<file path="src/rtl/pcle_pkg.sv">
// Package for the positional circular list engine: command and status codes.
// Used by the controller, the datapath and the top level.
`default_nettype none
package pcle_pkg;

  localparam int unsigned CmdWidth = 3;
  localparam int unsigned PosWidth = 8;
  localparam int unsigned StatusWidth = 2;

  typedef enum logic [CmdWidth-1:0] {
    CmdInsHead = 3'd0,
    CmdInsTail = 3'd1,
    CmdInsAt   = 3'd2,
    CmdDelHead = 3'd3,
    CmdDelTail = 3'd4,
    CmdDelAt   = 3'd5,
    CmdDump    = 3'd6,
    CmdCount   = 3'd7
  } cmd_e;

  typedef enum logic [StatusWidth-1:0] {
    StOk    = 2'd0,
    StEmpty = 2'd1,
    StBadPos = 2'd2,
    StFull  = 2'd3
  } status_e;

  // Datapath operations requested by the controller.
  typedef enum logic [2:0] {
    OpNone    = 3'd0,
    OpLoad    = 3'd1,
    OpWalkHd  = 3'd2,
    OpStep    = 3'd3,
    OpAddEnd  = 3'd4,
    OpAddAft  = 3'd5,
    OpRemove  = 3'd6
  } op_e;

  typedef struct packed {
    op_e  op;
    logic at_head;   // add at head (vs tail)
    logic rm_tail;   // remove tail (vs cursor/head)
    logic rm_head;
  } dp_cmd_t;

endpackage
`default_nettype wire

</file>
<file path="src/rtl/pcle_datapath.sv">
// Datapath of the list engine: entry store, links, free map, head, tail, count
// and a walking cursor. Depends on pcle_pkg.
`default_nettype none
module pcle_datapath #(
  parameter int unsigned CAPACITY = 16,
  parameter int unsigned DATA_WIDTH = 32,
  localparam int unsigned IdxW = (CAPACITY > 1) ? $clog2(CAPACITY) : 1,
  localparam int unsigned CntW = $clog2(CAPACITY + 1)
) (
  input  wire logic                  clk_i,
  input  wire logic                  rst_ni,
  input  wire pcle_pkg::dp_cmd_t     cmd_i,
  input  wire logic [DATA_WIDTH-1:0] value_i,
  output logic [CntW-1:0]            count_o,
  output logic [DATA_WIDTH-1:0]      cur_value_o
);
  import pcle_pkg::*;

  logic [DATA_WIDTH-1:0] values_q [CAPACITY];
  logic [IdxW-1:0] next_q [CAPACITY];
  logic [IdxW-1:0] prev_q [CAPACITY];
  logic [CAPACITY-1:0] free_q;
  logic [IdxW-1:0] head_q, tail_q, cur_q;
  logic [CntW-1:0] count_q;
  logic [IdxW-1:0] slot;
  logic [IdxW-1:0] rm;

  // Lowest free slot; defaults to the last slot when none is free.
  always_comb begin
    slot = IdxW'(CAPACITY - 1);
    for (int i = CAPACITY - 1; i >= 0; i--) begin
      if (free_q[i]) slot = IdxW'(i);
    end
  end

  always_comb begin
    if (cmd_i.rm_tail) rm = tail_q;
    else if (cmd_i.rm_head) rm = head_q;
    else rm = cur_q;
  end

  always_ff @(posedge clk_i) begin
    unique case (cmd_i.op)
      OpAddEnd: begin
        values_q[slot] <= value_i;
        if (count_q == '0) begin
          next_q[slot] <= slot;
          prev_q[slot] <= slot;
        end else begin
          next_q[slot] <= head_q;
          prev_q[slot] <= tail_q;
          prev_q[head_q] <= slot;
          next_q[tail_q] <= slot;
        end
      end
      OpAddAft: begin
        values_q[slot] <= value_i;
        next_q[slot] <= next_q[cur_q];
        prev_q[slot] <= cur_q;
        prev_q[next_q[cur_q]] <= slot;
        next_q[cur_q] <= slot;
      end
      OpRemove: begin
        if (count_q > CntW'(1)) begin
          next_q[prev_q[rm]] <= next_q[rm];
          prev_q[next_q[rm]] <= prev_q[rm];
        end
      end
      default: ;
    endcase
  end

  always_ff @(posedge clk_i or negedge rst_ni) begin
    if (!rst_ni) begin
      free_q <= '1;
      head_q <= '0;
      tail_q <= '0;
      count_q <= '0;
      cur_q <= '0;
    end else begin
      unique case (cmd_i.op)
        OpWalkHd: cur_q <= head_q;
        OpStep:   cur_q <= next_q[cur_q];
        OpAddEnd: begin
          free_q[slot] <= 1'b0;
          count_q <= count_q + CntW'(1);
          if (count_q == '0) begin
            head_q <= slot;
            tail_q <= slot;
          end else if (cmd_i.at_head) begin
            head_q <= slot;
          end else begin
            tail_q <= slot;
          end
        end
        OpAddAft: begin
          free_q[slot] <= 1'b0;
          count_q <= count_q + CntW'(1);
        end
        OpRemove: begin
          free_q[rm] <= 1'b1;
          if (count_q <= CntW'(1)) begin
            count_q <= '0;
            head_q <= '0;
            tail_q <= '0;
          end else begin
            count_q <= count_q - CntW'(1);
            if (rm == head_q) head_q <= next_q[rm];
            if (rm == tail_q) tail_q <= prev_q[rm];
          end
        end
        default: ;
      endcase
    end
  end

  assign count_o = count_q;
  assign cur_value_o = values_q[cur_q];

endmodule
`default_nettype wire

</file>
<file path="src/rtl/pcle_ctrl.sv">
// Controller of the list engine: decodes a command word, sequences the walk
// and emits result words. Depends on pcle_pkg.
`default_nettype none
module pcle_ctrl #(
  parameter int unsigned CAPACITY = 16,
  localparam int unsigned CntW = $clog2(CAPACITY + 1)
) (
  input  wire logic                          clk_i,
  input  wire logic                          rst_ni,
  input  wire logic                          in_valid_i,
  output logic                               in_ready_o,
  input  wire logic [pcle_pkg::CmdWidth-1:0] cmd_i,
  input  wire logic [pcle_pkg::PosWidth-1:0] pos_i,
  input  wire logic [CntW-1:0]               count_i,
  output pcle_pkg::dp_cmd_t                  dp_cmd_o,
  output logic                               res_valid_o,
  input  wire logic                          res_ready_i,
  output logic [pcle_pkg::StatusWidth-1:0]   res_status_o,
  output logic                               res_elem_o,
  output logic                               res_last_o
);
  import pcle_pkg::*;

  typedef enum logic [3:0] {
    SIdle = 4'b0001,
    SWalk = 4'b0010,
    SExec = 4'b0100,
    SOut  = 4'b1000
  } state_e;

  state_e state_q, state_d;
  cmd_e cmd_q, cmd_d;
  logic [PosWidth-1:0] steps_q, steps_d;
  logic [StatusWidth-1:0] st_q, st_d;
  logic [CntW-1:0] left_q, left_d;
  logic dump_q, dump_d;
  logic [PosWidth:0] cnt_ext;

  // Remember the end cases of a positional insert at decode time.
  logic pos_one_q, pos_end_q;
  logic pos_q_is_one, pos_q_is_end;
  assign pos_q_is_one = pos_one_q;
  assign pos_q_is_end = pos_end_q;

  assign cnt_ext = (PosWidth + 1)'(count_i);
  assign in_ready_o = (state_q == SIdle);
  assign res_valid_o = (state_q == SOut);
  assign res_status_o = st_q;
  assign res_elem_o = dump_q;
  assign res_last_o = !dump_q || (left_q == CntW'(1));

  always_comb begin
    state_d = state_q;
    cmd_d = cmd_q;
    steps_d = steps_q;
    st_d = st_q;
    left_d = left_q;
    dump_d = dump_q;
    dp_cmd_o = '{op: OpNone, at_head: 1'b0, rm_tail: 1'b0, rm_head: 1'b0};
    unique case (state_q)
      SIdle: begin
        if (in_valid_i) begin
          cmd_d = cmd_e'(cmd_i);
          st_d = StOk;
          dump_d = 1'b0;
          state_d = SOut;
          dp_cmd_o.op = OpWalkHd;
          unique case (cmd_e'(cmd_i))
            CmdInsHead, CmdInsTail: begin
              if (count_i >= CntW'(CAPACITY)) st_d = StFull;
              else state_d = SExec;
            end
            CmdInsAt: begin
              if (pos_i == '0 || {1'b0, pos_i} > cnt_ext + 1'b1) st_d = StBadPos;
              else if (count_i >= CntW'(CAPACITY)) st_d = StFull;
              else begin
                steps_d = (pos_i < 8'd2) ? '0 : pos_i - 8'd2;
                state_d = SWalk;
              end
            end
            CmdDelHead, CmdDelTail: begin
              if (count_i == '0) st_d = StEmpty;
              else state_d = SExec;
            end
            CmdDelAt: begin
              if (pos_i == '0 || {1'b0, pos_i} > cnt_ext) st_d = StBadPos;
              else begin
                steps_d = pos_i - 8'd1;
                state_d = SWalk;
              end
            end
            CmdDump: begin
              if (count_i == '0) st_d = StEmpty;
              else begin
                dump_d = 1'b1;
                left_d = count_i;
              end
            end
            CmdCount: begin
              if (count_i == '0) st_d = StEmpty;
            end
            default: ;
          endcase
        end
      end
      SWalk: begin
        if (steps_q == '0) state_d = SExec;
        else begin
          dp_cmd_o.op = OpStep;
          steps_d = steps_q - 8'd1;
        end
      end
      SExec: begin
        state_d = SOut;
        unique case (cmd_q)
          CmdInsHead: begin
            dp_cmd_o.op = OpAddEnd;
            dp_cmd_o.at_head = 1'b1;
          end
          CmdInsTail: dp_cmd_o.op = OpAddEnd;
          CmdInsAt: begin
            // First and one-past-last positions act as end inserts.
            if (pos_q_is_one) begin
              dp_cmd_o.op = OpAddEnd;
              dp_cmd_o.at_head = 1'b1;
            end else if (pos_q_is_end) dp_cmd_o.op = OpAddEnd;
            else dp_cmd_o.op = OpAddAft;
          end
          CmdDelHead: begin
            dp_cmd_o.op = OpRemove;
            dp_cmd_o.rm_head = 1'b1;
          end
          CmdDelTail: begin
            dp_cmd_o.op = OpRemove;
            dp_cmd_o.rm_tail = 1'b1;
          end
          CmdDelAt: dp_cmd_o.op = OpRemove;
          default: ;
        endcase
      end
      SOut: begin
        if (res_ready_i) begin
          if (dump_q && left_q != CntW'(1)) begin
            left_d = left_q - CntW'(1);
            dp_cmd_o.op = OpStep;
          end else state_d = SIdle;
        end
      end
      default: state_d = SIdle;
    endcase
  end

  always_ff @(posedge clk_i or negedge rst_ni) begin
    if (!rst_ni) begin
      state_q <= SIdle;
      cmd_q <= CmdCount;
      steps_q <= '0;
      st_q <= StOk;
      left_q <= '0;
      dump_q <= 1'b0;
      pos_one_q <= 1'b0;
      pos_end_q <= 1'b0;
    end else begin
      state_q <= state_d;
      cmd_q <= cmd_d;
      steps_q <= steps_d;
      st_q <= st_d;
      left_q <= left_d;
      dump_q <= dump_d;
      if (state_q == SIdle && in_valid_i) begin
        pos_one_q <= (pos_i == 8'd1);
        pos_end_q <= ({1'b0, pos_i} == cnt_ext + 1'b1);
      end
    end
  end

  a_walk_ends: assert property (@(posedge clk_i) disable iff (!rst_ni)
    state_q == SWalk && steps_q == '0 |=> state_q == SExec)
    else $error("walk did not hand over to execute");
  a_exec_out: assert property (@(posedge clk_i) disable iff (!rst_ni)
    state_q == SExec |=> state_q == SOut)
    else $error("execute did not produce a result");
  a_dump_left: assert property (@(posedge clk_i) disable iff (!rst_ni)
    state_q == SOut && dump_q |-> left_q != '0)
    else $error("dump with no elements left");

endmodule
`default_nettype wire

</file>
<file path="src/rtl/positional_circular_list_engine.sv">
// Top level of the positional circular list engine: stream ports, controller
// and datapath. Depends on pcle_pkg, pcle_ctrl and pcle_datapath.
// Path to the first result word: count, dump and rejected commands go from
// idle straight to output, head or tail updates pass through execute, and
// positional ones walk up to CAPACITY-1 links first. Dump words step the cursor.
// Throughput: one command at a time; the next word is taken the cycle after
// the last result word leaves, so the link walk and output back-pressure set the rate.
// Reset: asynchronous, active low; clears the free map, head, tail and count.
`default_nettype none
module positional_circular_list_engine #(
  parameter int unsigned CAPACITY = 16,
  parameter int unsigned DATA_WIDTH = 32
) (
  input  wire logic        clk_i,
  input  wire logic        rst_ni,
  input  wire logic        s_axis_tvalid,
  output logic             s_axis_tready,
  // tdata: cmd[2:0], value[34:3], position[42:35], zero pad to 48
  input  wire logic [47:0] s_axis_tdata,
  output logic             m_axis_tvalid,
  input  wire logic        m_axis_tready,
  // tdata: status[1:0], element[33:2], element_count[38:34], zero pad to 40
  output logic [39:0]      m_axis_tdata,
  output logic             m_axis_tlast
);
  import pcle_pkg::*;

  localparam int unsigned CntW = $clog2(CAPACITY + 1);

  dp_cmd_t dp_cmd;
  logic [CntW-1:0] count;
  logic [DATA_WIDTH-1:0] cur_value;
  logic [StatusWidth-1:0] status;
  logic elem_sel;
  logic [31:0] element;

  pcle_ctrl #(.CAPACITY(CAPACITY)) u_ctrl (
    .clk_i, .rst_ni,
    .in_valid_i  (s_axis_tvalid),
    .in_ready_o  (s_axis_tready),
    .cmd_i       (s_axis_tdata[2:0]),
    .pos_i       (s_axis_tdata[42:35]),
    .count_i     (count),
    .dp_cmd_o    (dp_cmd),
    .res_valid_o (m_axis_tvalid),
    .res_ready_i (m_axis_tready),
    .res_status_o(status),
    .res_elem_o  (elem_sel),
    .res_last_o  (m_axis_tlast)
  );

  // Value is captured when written into the store during execute; the input
  // word is held by the controller only as a command, so latch the value.
  logic [DATA_WIDTH-1:0] value_q;
  always_ff @(posedge clk_i) begin
    if (s_axis_tvalid && s_axis_tready) value_q <= DATA_WIDTH'(s_axis_tdata[34:3]);
  end

  pcle_datapath #(.CAPACITY(CAPACITY), .DATA_WIDTH(DATA_WIDTH)) u_dp (
    .clk_i, .rst_ni,
    .cmd_i      (dp_cmd),
    .value_i    (value_q),
    .count_o    (count),
    .cur_value_o(cur_value)
  );

  // Sign-extend or truncate the stored value to the 32-bit element field; zero when no element is sent.
  always_comb begin
    if (elem_sel) element = 32'($signed(cur_value));
    else element = '0;
  end

  assign m_axis_tdata = {1'b0, 5'(count), element, status};

endmodule
`default_nettype wire
</file>
<file path="config.mk">
export PLATFORM = sky130hd
export DESIGN_NAME = positional_circular_list_engine
export DESIGN_NICKNAME = d
export VERILOG_FILES = /design/src/rtl/pcle_pkg.sv /design/src/rtl/pcle_datapath.sv /design/src/rtl/pcle_ctrl.sv /design/src/rtl/positional_circular_list_engine.sv
export SDC_FILE = /design/constraint.sdc
export NUM_CORES = 1
export LEC_CHECK = 0
export ABC_AREA = 1
export BUFFER_PORTS_ARGS = -buffer_cell sky130_fd_sc_hd__buf_4
export CORE_ASPECT_RATIO = 1.4
export CORE_MARGIN = 2
export CORE_UTILIZATION = 63
export DETAILED_ROUTE_END_ITERATION = 7
export PLACE_DENSITY = 0.76
export SLEW_MARGIN = 5
export SYNTH_ARGS = -nofsm -noshare
export SYNTH_HDL_FRONTEND = slang
export SYNTH_SLANG_ARGS = --single-unit
</file>
<file path="constraint.sdc">
create_clock -name clk_i -period 4 [get_ports clk_i]
set_clock_uncertainty 0.05 [all_clocks]
set_input_delay 0.2 -clock clk_i [delete_from_list [all_inputs] [get_ports clk_i]]
set_output_delay 0.2 -clock clk_i [all_outputs]
set_load 0.02 [all_outputs]
</file>
==> results of run 1 <==
## Yosys cell counts (3+ instances only)
cell      count
a211oi_1      3
a21oi_1      61
a22oi_1       6
buf_1         4
buf_2        27
buf_4         6
buf_6        18
clkbuf_1    125
clkinv_1      4
dfrtp_1      38
dfstp_2      19
edfxtp_1    672
ha_1         20
inv_1       111
inv_2        30
nand2_1     719
nand2_2      19
nand2_4       5
nand3_1     132
nand4_1      12
nor2_1      421
nor2_2       17
nor2_4       10
nor3_1       12
o211ai_1     47
o21ai_0     406
o21ai_1      84
o21ai_2      12
o221ai_1     92
o22ai_1      58
or2_2         3
xnor2_1       3
xor2_1       12
## final timing paths
| check | end |
|---|---|
| min reg2reg | u_ctrl.res_status_o[1] |
| max | m_axis_tdata[21] |
| max in group asynchronous | u_dp.cur_q[2] |
| min in group asynchronous | u_ctrl.steps_q[5] |
| min | u_ctrl.steps_q[1] |
| max reg2reg | u_dp.prev_q[1][1] |
## worst max-delay path, cell delays in order (launching register included)
cell	delay (ns)
dfrtp_4	0.67
inv_8	0.29
buf_16	0.63
o21ai_0	0.25
o221ai_1	0.22
o211ai_1	0.15
a21oi_1	0.33
buf_4	0.21
## final cells by class
| type | instances | area [um^2] | area share |
|---|---|---|---|
| flip-flops and latches | 729 | 21600 | 0.571 |
| well taps | 714 | 893 | 0.0236 |
| repair buffers | 200 | 1850 | 0.0489 |
| multi-input cells | 2180 | 10700 | 0.284 |
| clock buffers | 91 | 1830 | 0.0483 |
| clock inverters | 32 | 348 | 0.00918 |
| inverters | 147 | 564 | 0.0149 |
## report_power, final
| part | switching [mW] | internal [mW] |
|---|---|---|
| logic | 6.49 | 2.68 |
| clock network | 2.81 | 3.64 |
| registers | 0.595 | 9.05 |
## registers in the layout, summed over array words and instances (netlist names), 3 cells and up
signal	flops
u_dp.values_q	512
u_dp.next_q	64
u_dp.prev_q	64
value_q	32
u_dp.free_q	15
u_ctrl.steps_q	8
u_ctrl.left_q	5
u_dp.count_o	5
u_ctrl.state_q	4
u_dp.cur_q	4
u_dp.head_q	4
u_dp.tail_q	4
u_ctrl.cmd_q	3
## stage by stage
step / cell area [um^2] / power [mW] / worst slack [ns] / hold slack [ns]
5_1_grt: 37900 / 26.5 / 0.0721 / 0.0768
3_5_place_dp: 35300 / 18.7 / 0.438 / 0.263
4_1_cts: 37900 / 25.2 / 0.0225 / 0.0206
2_1_floorplan: 33700 / 15.7 / 0.389 / -0.146
6_report: 37900 / 25.3 / 0.0453 / 0.0356
3_3_place_gp: 35300 / 18.4 / 0.489 / 0.256
## repair_timing
| action | in CTS | in global routing |
|---|---|---|
| hold buffers | 41 | 0 |
| gates resized for setup | 0 | 2 |
| endpoints found under the setup margin | 0 | 4 |
| endpoints found under the hold margin | 80 | 0 |
## cells by family after synthesis
| group | count (synthesis) |
|---|---|
| XOR/XNOR | 15 |
| multiplexers | 2 |
| AND/OR/NAND/NOR | 1362 |
| adder cells (fa/ha/maj) | 20 |
| AO/OA/AOI/OAI | 780 |
| buffers and inverters | 327 |
| other | 1 |
| flip-flops | 729 |
## layout by cell type, fill, tap and decap left out, types with 70 or more instances in the layout
cell type  Yosys  layout
nand2_1      719     719
inv_1        111     108
o21ai_1       84      84
o21ai_0      406     406
edfxtp_1     672     672
clkbuf_16      0      70
nand3_1      132     132
nor2_1       421     405
buf_4          6     139
o221ai_1      92      92
## routing by layer
metal | global-route usage | share of wire | vias up
met5 | 0 | 0 | -
met4 | 0.179 | 0.051 | 0
met3 | 0.0433 | 0.078 | 297
met2 | 0.581 | 0.52 | 1337
met1 | 0.400 | 0.35 | 12400
li1 | - | - | 11600
==> impl_results.md, run 1 <==
* Status: finished, final reports clean
* # IOs at 95
* Post-Synthesis Cells at roughly 3200
* Number of global-route vias before repair at about 25000
* Fill cells at approximately 3800
* Final slew viol count at 0
* Die Width at roughly 200 um
* Syn Area/Cell at 10.4 um^2
* First-pass GRT wire length at 140000 um
* Clk_lat worst skew at 0.62 ns
* Initial antenna violation count at 0
* DR iter-0 viols at approximately 2600
* Crit path from: u_dp.cur_q[0]
* Clock sinks at 729
* DRC violations left at 0
* Die ar. at between 0.05 and 0.06 mm^2
* Die Ht at approximately 280 um
* Crit end category: primary output
* Total global routing overflow at 0
* Leakage at about 14 nW
* Setup bufs post-CTS at 0
* Area leader, netlist: edfxtp_1
* Worst-path fanout max at between 200 and 300
* HP Start: s_axis_tdata[36]
* Setup-failing EPs final at 0
* Crit path kind: flip-flop to primary output
* Rows at 100
* Synthesis warning total at 0
* Synth Flop Type: edfxtp_1
* Placed Cells at around 3900
* Final nets at between 3000 and 4000
* Port Buffers at approximately 90
* R2R Path Start: u_ctrl.steps_q[0]
* Setup tns final at 0 ns
* Final hold violations at 0
* Routed Antenna Nets at 0
* Sequential share of the synthesized area at 0.642
* Synth cell types at between 50 and 60
* Layout area overhead at 12.5%
* Max-slew headroom at 0.241
* RSZ-0062 raised after global routing: false
* Required @ worst endpoint at roughly 3.8 ns
* Max-Cap Viols at 0
* Layout cells sized above 1 at 0.121
* Ranking of synthesized cells by area: edfxtp_1, nand2_1, o21ai_0
* N_diodes at 0
* Core ar. at 0.0531 mm^2
* Mapped cell area at between 0.03 and 0.04 mm^2
* Post-Synth XOR/XNOR Area at 0.00390
* Drt total wl at just over 90000 um
* Mux share of post-synthesis cell area at 0.000632
* Fin crit period at around 4 ns
* Hold depth at 4
* Fmax at 253 MHz
* WP data arrival at between 3 and 4 ns
* #FFs+latches synth at around 730
* Synth Area in Adders at 0.00743
* Period utilisation layout at 0.989
* Clock Root Buffer: clkbuf_16
* H-tree level count at 3
* Drt first pass iters at 6
* R2r setup slk at roughly 0.29 ns
* Global Route Usage Sum at 0.333
* Pin count of the biggest net entering global routing at ~260
* DP Wirelength at 54600 um
* CTS tree: yes
* Cts bufs inserted at between 60 and 70
* Starting Density at 0.635
* Largest family of logic cells by synthesized area: simple AND/OR/NAND/NOR gates
* Via count at around 26000
* Top cell type's share of synthesized area at 0.599
* Critical path startpoint category: flip-flop
* Syn Nets at between 3000 and 4000
* Worst-path clk slew at roughly 0.06 ns
* Final GP Congestion at approximately 0.96
* Synth Area in Compound Gates at 0.136
* Post-synth EDFFs at between 600 and 700
* Clock Tree Buf Depth at 3
* Worst min path class: input pin to flip-flop
* Non-Filler Instances at roughly 4000
* Vias per cell at approximately 6.3
* Asr flop ratio synth at 0.0782
* Routed len/inst at around 22 um
* Simple-gate share of the synthesized area at 0.167
* Core Util, Final at 0.714
* Least-Margin Pin Slew at ~1.1 ns
* VDD IR max at 661 uV
* Reg2reg path depth at 15
* PD cells at between 600 and 700 mW/mm^2
Power figures use the tool's default switching activity.
==> run 2: changes to the inputs <==
Settings changed: GPL_TIMING_DRIVEN from default to 0, SETUP_SLACK_MARGIN from default to 0.1.
==> run 2 against run 1 <==
The run now ends with setup timing left. Maximum frequency down 1.8%. Global-route usage up 9.8 points. Cell area up 1.7%. Utilization up 1.2 points. Die area unchanged. First-iteration DRC count up 55%. Routed wire length up 29%. Critical path depth unchanged. Setup slack worse by 0.071 ns. Cell count up 3.3%. Clock power down 2%. Power up 8.0%. Largest cell class unchanged.
==> impl_results.md, run 2 (same netlist as run 1, synthesis figures left out) <==
* Period utilisation layout at 1.01
* Crit path cell chain: buf_2, clkbuf_1, clkdlybuf4s15_1, o221ai_1, o211ai_1, a21oi_1, buf_4
* Setup ws final at -0.0256 ns
* Cts bufs inserted at a little under 70
* Hold depth at 4
* Worst-path clk slew at 0.06 ns
* CP top delay family: buffers and inverters
* Max-Cap Viols at 0
* Core ar. at ~0.053 mm^2
* Pin count of the biggest net entering global routing at between 50 and 60
* Setup-failing EPs final at 4
* CP max-delay cell: clkdlybuf4s15_1
* Fmax at 248 MHz
* Final slew viol count at 0
* Initial antenna violation count at 2
* Layout cells sized above 1 at 0.142
* Die Width at approximately 200 um
* Worst min path class: input pin to flip-flop
* VDD IR max at around 530 uV
* Fill cells at approximately 3800
* Reg area at ~0.022 mm^2
* Hold Slack at about 0.024 ns
* Fin crit period at slightly above 4 ns
* Largest Register: u_dp.values_q
* Final hold violations at 0
* # IOs at 95
* Die ar. at roughly 0.055 mm^2
* Routed len/inst at ~28 um
* Final GP Congestion at approximately 1.1
* DRC violations left at 0
* Crit path kind: flip-flop to primary output
* Required @ worst endpoint at between 3 and 4 ns
* Most common cell after layout, fill and taps aside: nand2_1
* HP Start: s_axis_tdata[36]
* Port Buffers at 88
* Top flop regs: u_dp.values_q x512, u_dp.next_q x64, u_dp.prev_q x64
* Drt first pass iters at 7
* Status: finished, violations left
* Reg2reg path depth at 12
* Final nets at ~3500
* Least-Margin Pin Slew at about 1.1 ns
* DR iter-0 viols at 4028
* Max-slew headroom at 0.260
* Critical path buffers and inverters at 4
* Total global routing overflow at 0
* PD cells at 708 mW/mm^2
* WP data arrival at about 3.8 ns
* Starting Density at 0.635
* Core Util, Final at 0.726
* Clock Root Buffer: clkbuf_16
* Critical path startpoint category: flip-flop
* Routed Antenna Nets at 0
* Layout area overhead at 14.4%
* Leakage at about 14 nW
* RSZ-0062 raised after global routing: true
* R2R Path Start: u_dp.cur_q[1]
* N_diodes at 0
* Cell Area, Placed at around 0.036 mm^2
* First-pass GRT wire length at about 170000 um
* Setup tns final at -0.0346 ns
* Failing checks: setup timing
* Worst-path fanout max at 10
* Die Ht at 278 um
* Clock sinks at roughly 730
* Vias per cell at 6.63
* Via count at 28000
* Hold path endpoint: u_ctrl.steps_q[1]
* Crit end category: primary output
* Power Total at 27.3 mW
* Rows at 100
* H-tree level count at 3
* Most frequent cells in the layout: nand2_1, edfxtp_1, o21ai_0
* R2R Path End: u_dp.prev_q[11][3]
* Drt total wl at roughly 120000 um
* Multi-input combinational cell area at 0.0108 mm^2
* Max FFs per register at ~510
* Clock Tree Buf Depth at 3
* Largest stage delay, worst path at ~0.87 ns
* Final instance area at 0.0385 mm^2
* R2r setup slk at ~0.16 ns
* Number of global-route vias before repair at 27700
* DP Wirelength at 79600 um
* Global Route Usage Sum at 0.431
* Clk_lat worst skew at approximately 0.64 ns
* CTS tree: yes
-- run 2: cell types whose count changed in the layout (fill, tap and decap cells not counted), sizes merged --
| cell | change |
|---|---|
| clkbuf | +115 |
| dlygate4sd3 | +1 |
| clkdlybuf4s15 | +2 |
| clkinv | +4 |
| clkinvlp | +2 |
| bufinv | -2 |
| inv | -4 |
| buf | +19 |
-- run 2: power by group --
part,switching [mW],internal [mW]
registers,0.527,9.04
clock network,2.89,3.44
logic,8.44,2.95
total,11.9,15.4
-- run 2: final cells by class --
cell class,count,share of cell area
buffer,180,0.0255
timing repair buffer,163,0.0412
inverter,147,0.0144
sequential,729,0.561
multi-input combinational,2180,0.280
clock buffer,85,0.0464
tap,714,0.0232
clock inverter,32,0.00782
-- run 2: routing by layer --
metal,track usage,vias to the layer above,share of wire
met2,0.716,2292,0.49
met1,0.472,13100,0.31
met3,0.0943,683,0.11
met4,0.352,2,0.096
li1,-,11900,-
met5,0,-,0.00013
-- run 2: worst reg2reg max path: cells and delay by family, from the launching register on --
kind / cells / cell delay (ns)
mux: 1 / 0.38
buf+inv: 3 / 0.82
flops: 1 / 0.44
simple gates: 4 / 1.05
compound gates: 4 / 0.79
-- run 2: how the worst max path moves through the flow --
stage / slack (ns) / start / cells past startpoint / endpoint
after floorplan: 0.39 / u_ctrl.steps_q[0] / 10 / u_dp.values_q[14][0]
after global placement: -2.05 / u_ctrl.steps_q[0] / 10 / u_dp.values_q[14][21]
after detailed placement: -0.03 / u_dp.cur_q[0] / 12 / u_dp.prev_q[8][2]
after CTS: 0.04 / u_dp.cur_q[0] / 9 / m_axis_tdata[32]
after global routing: -0.02 / u_dp.cur_q[0] / 9 / m_axis_tdata[13]
final: -0.03 / u_dp.cur_q[2] / 7 / m_axis_tdata[33]
-- run 2: stage by stage --
step / std cells / setup WS [ns]
6_report: 4230 / -0.0256
3_5_place_dp: 4055 / -0.0322
3_3_place_gp: 4038 / -2.05
2_1_floorplan: 3236 / 0.389
4_1_cts: 4225 / 0.0429
5_1_grt: 4230 / -0.0225
-- run 2: what timing repair did --
item	CTS	global route
setup buffers	11	5
resized for setup	47	92
hold endpoints to repair	81	0
cloned	0	0
pin swaps	4	4
hold buffers	42	0
endpoints found under the setup margin	126	268
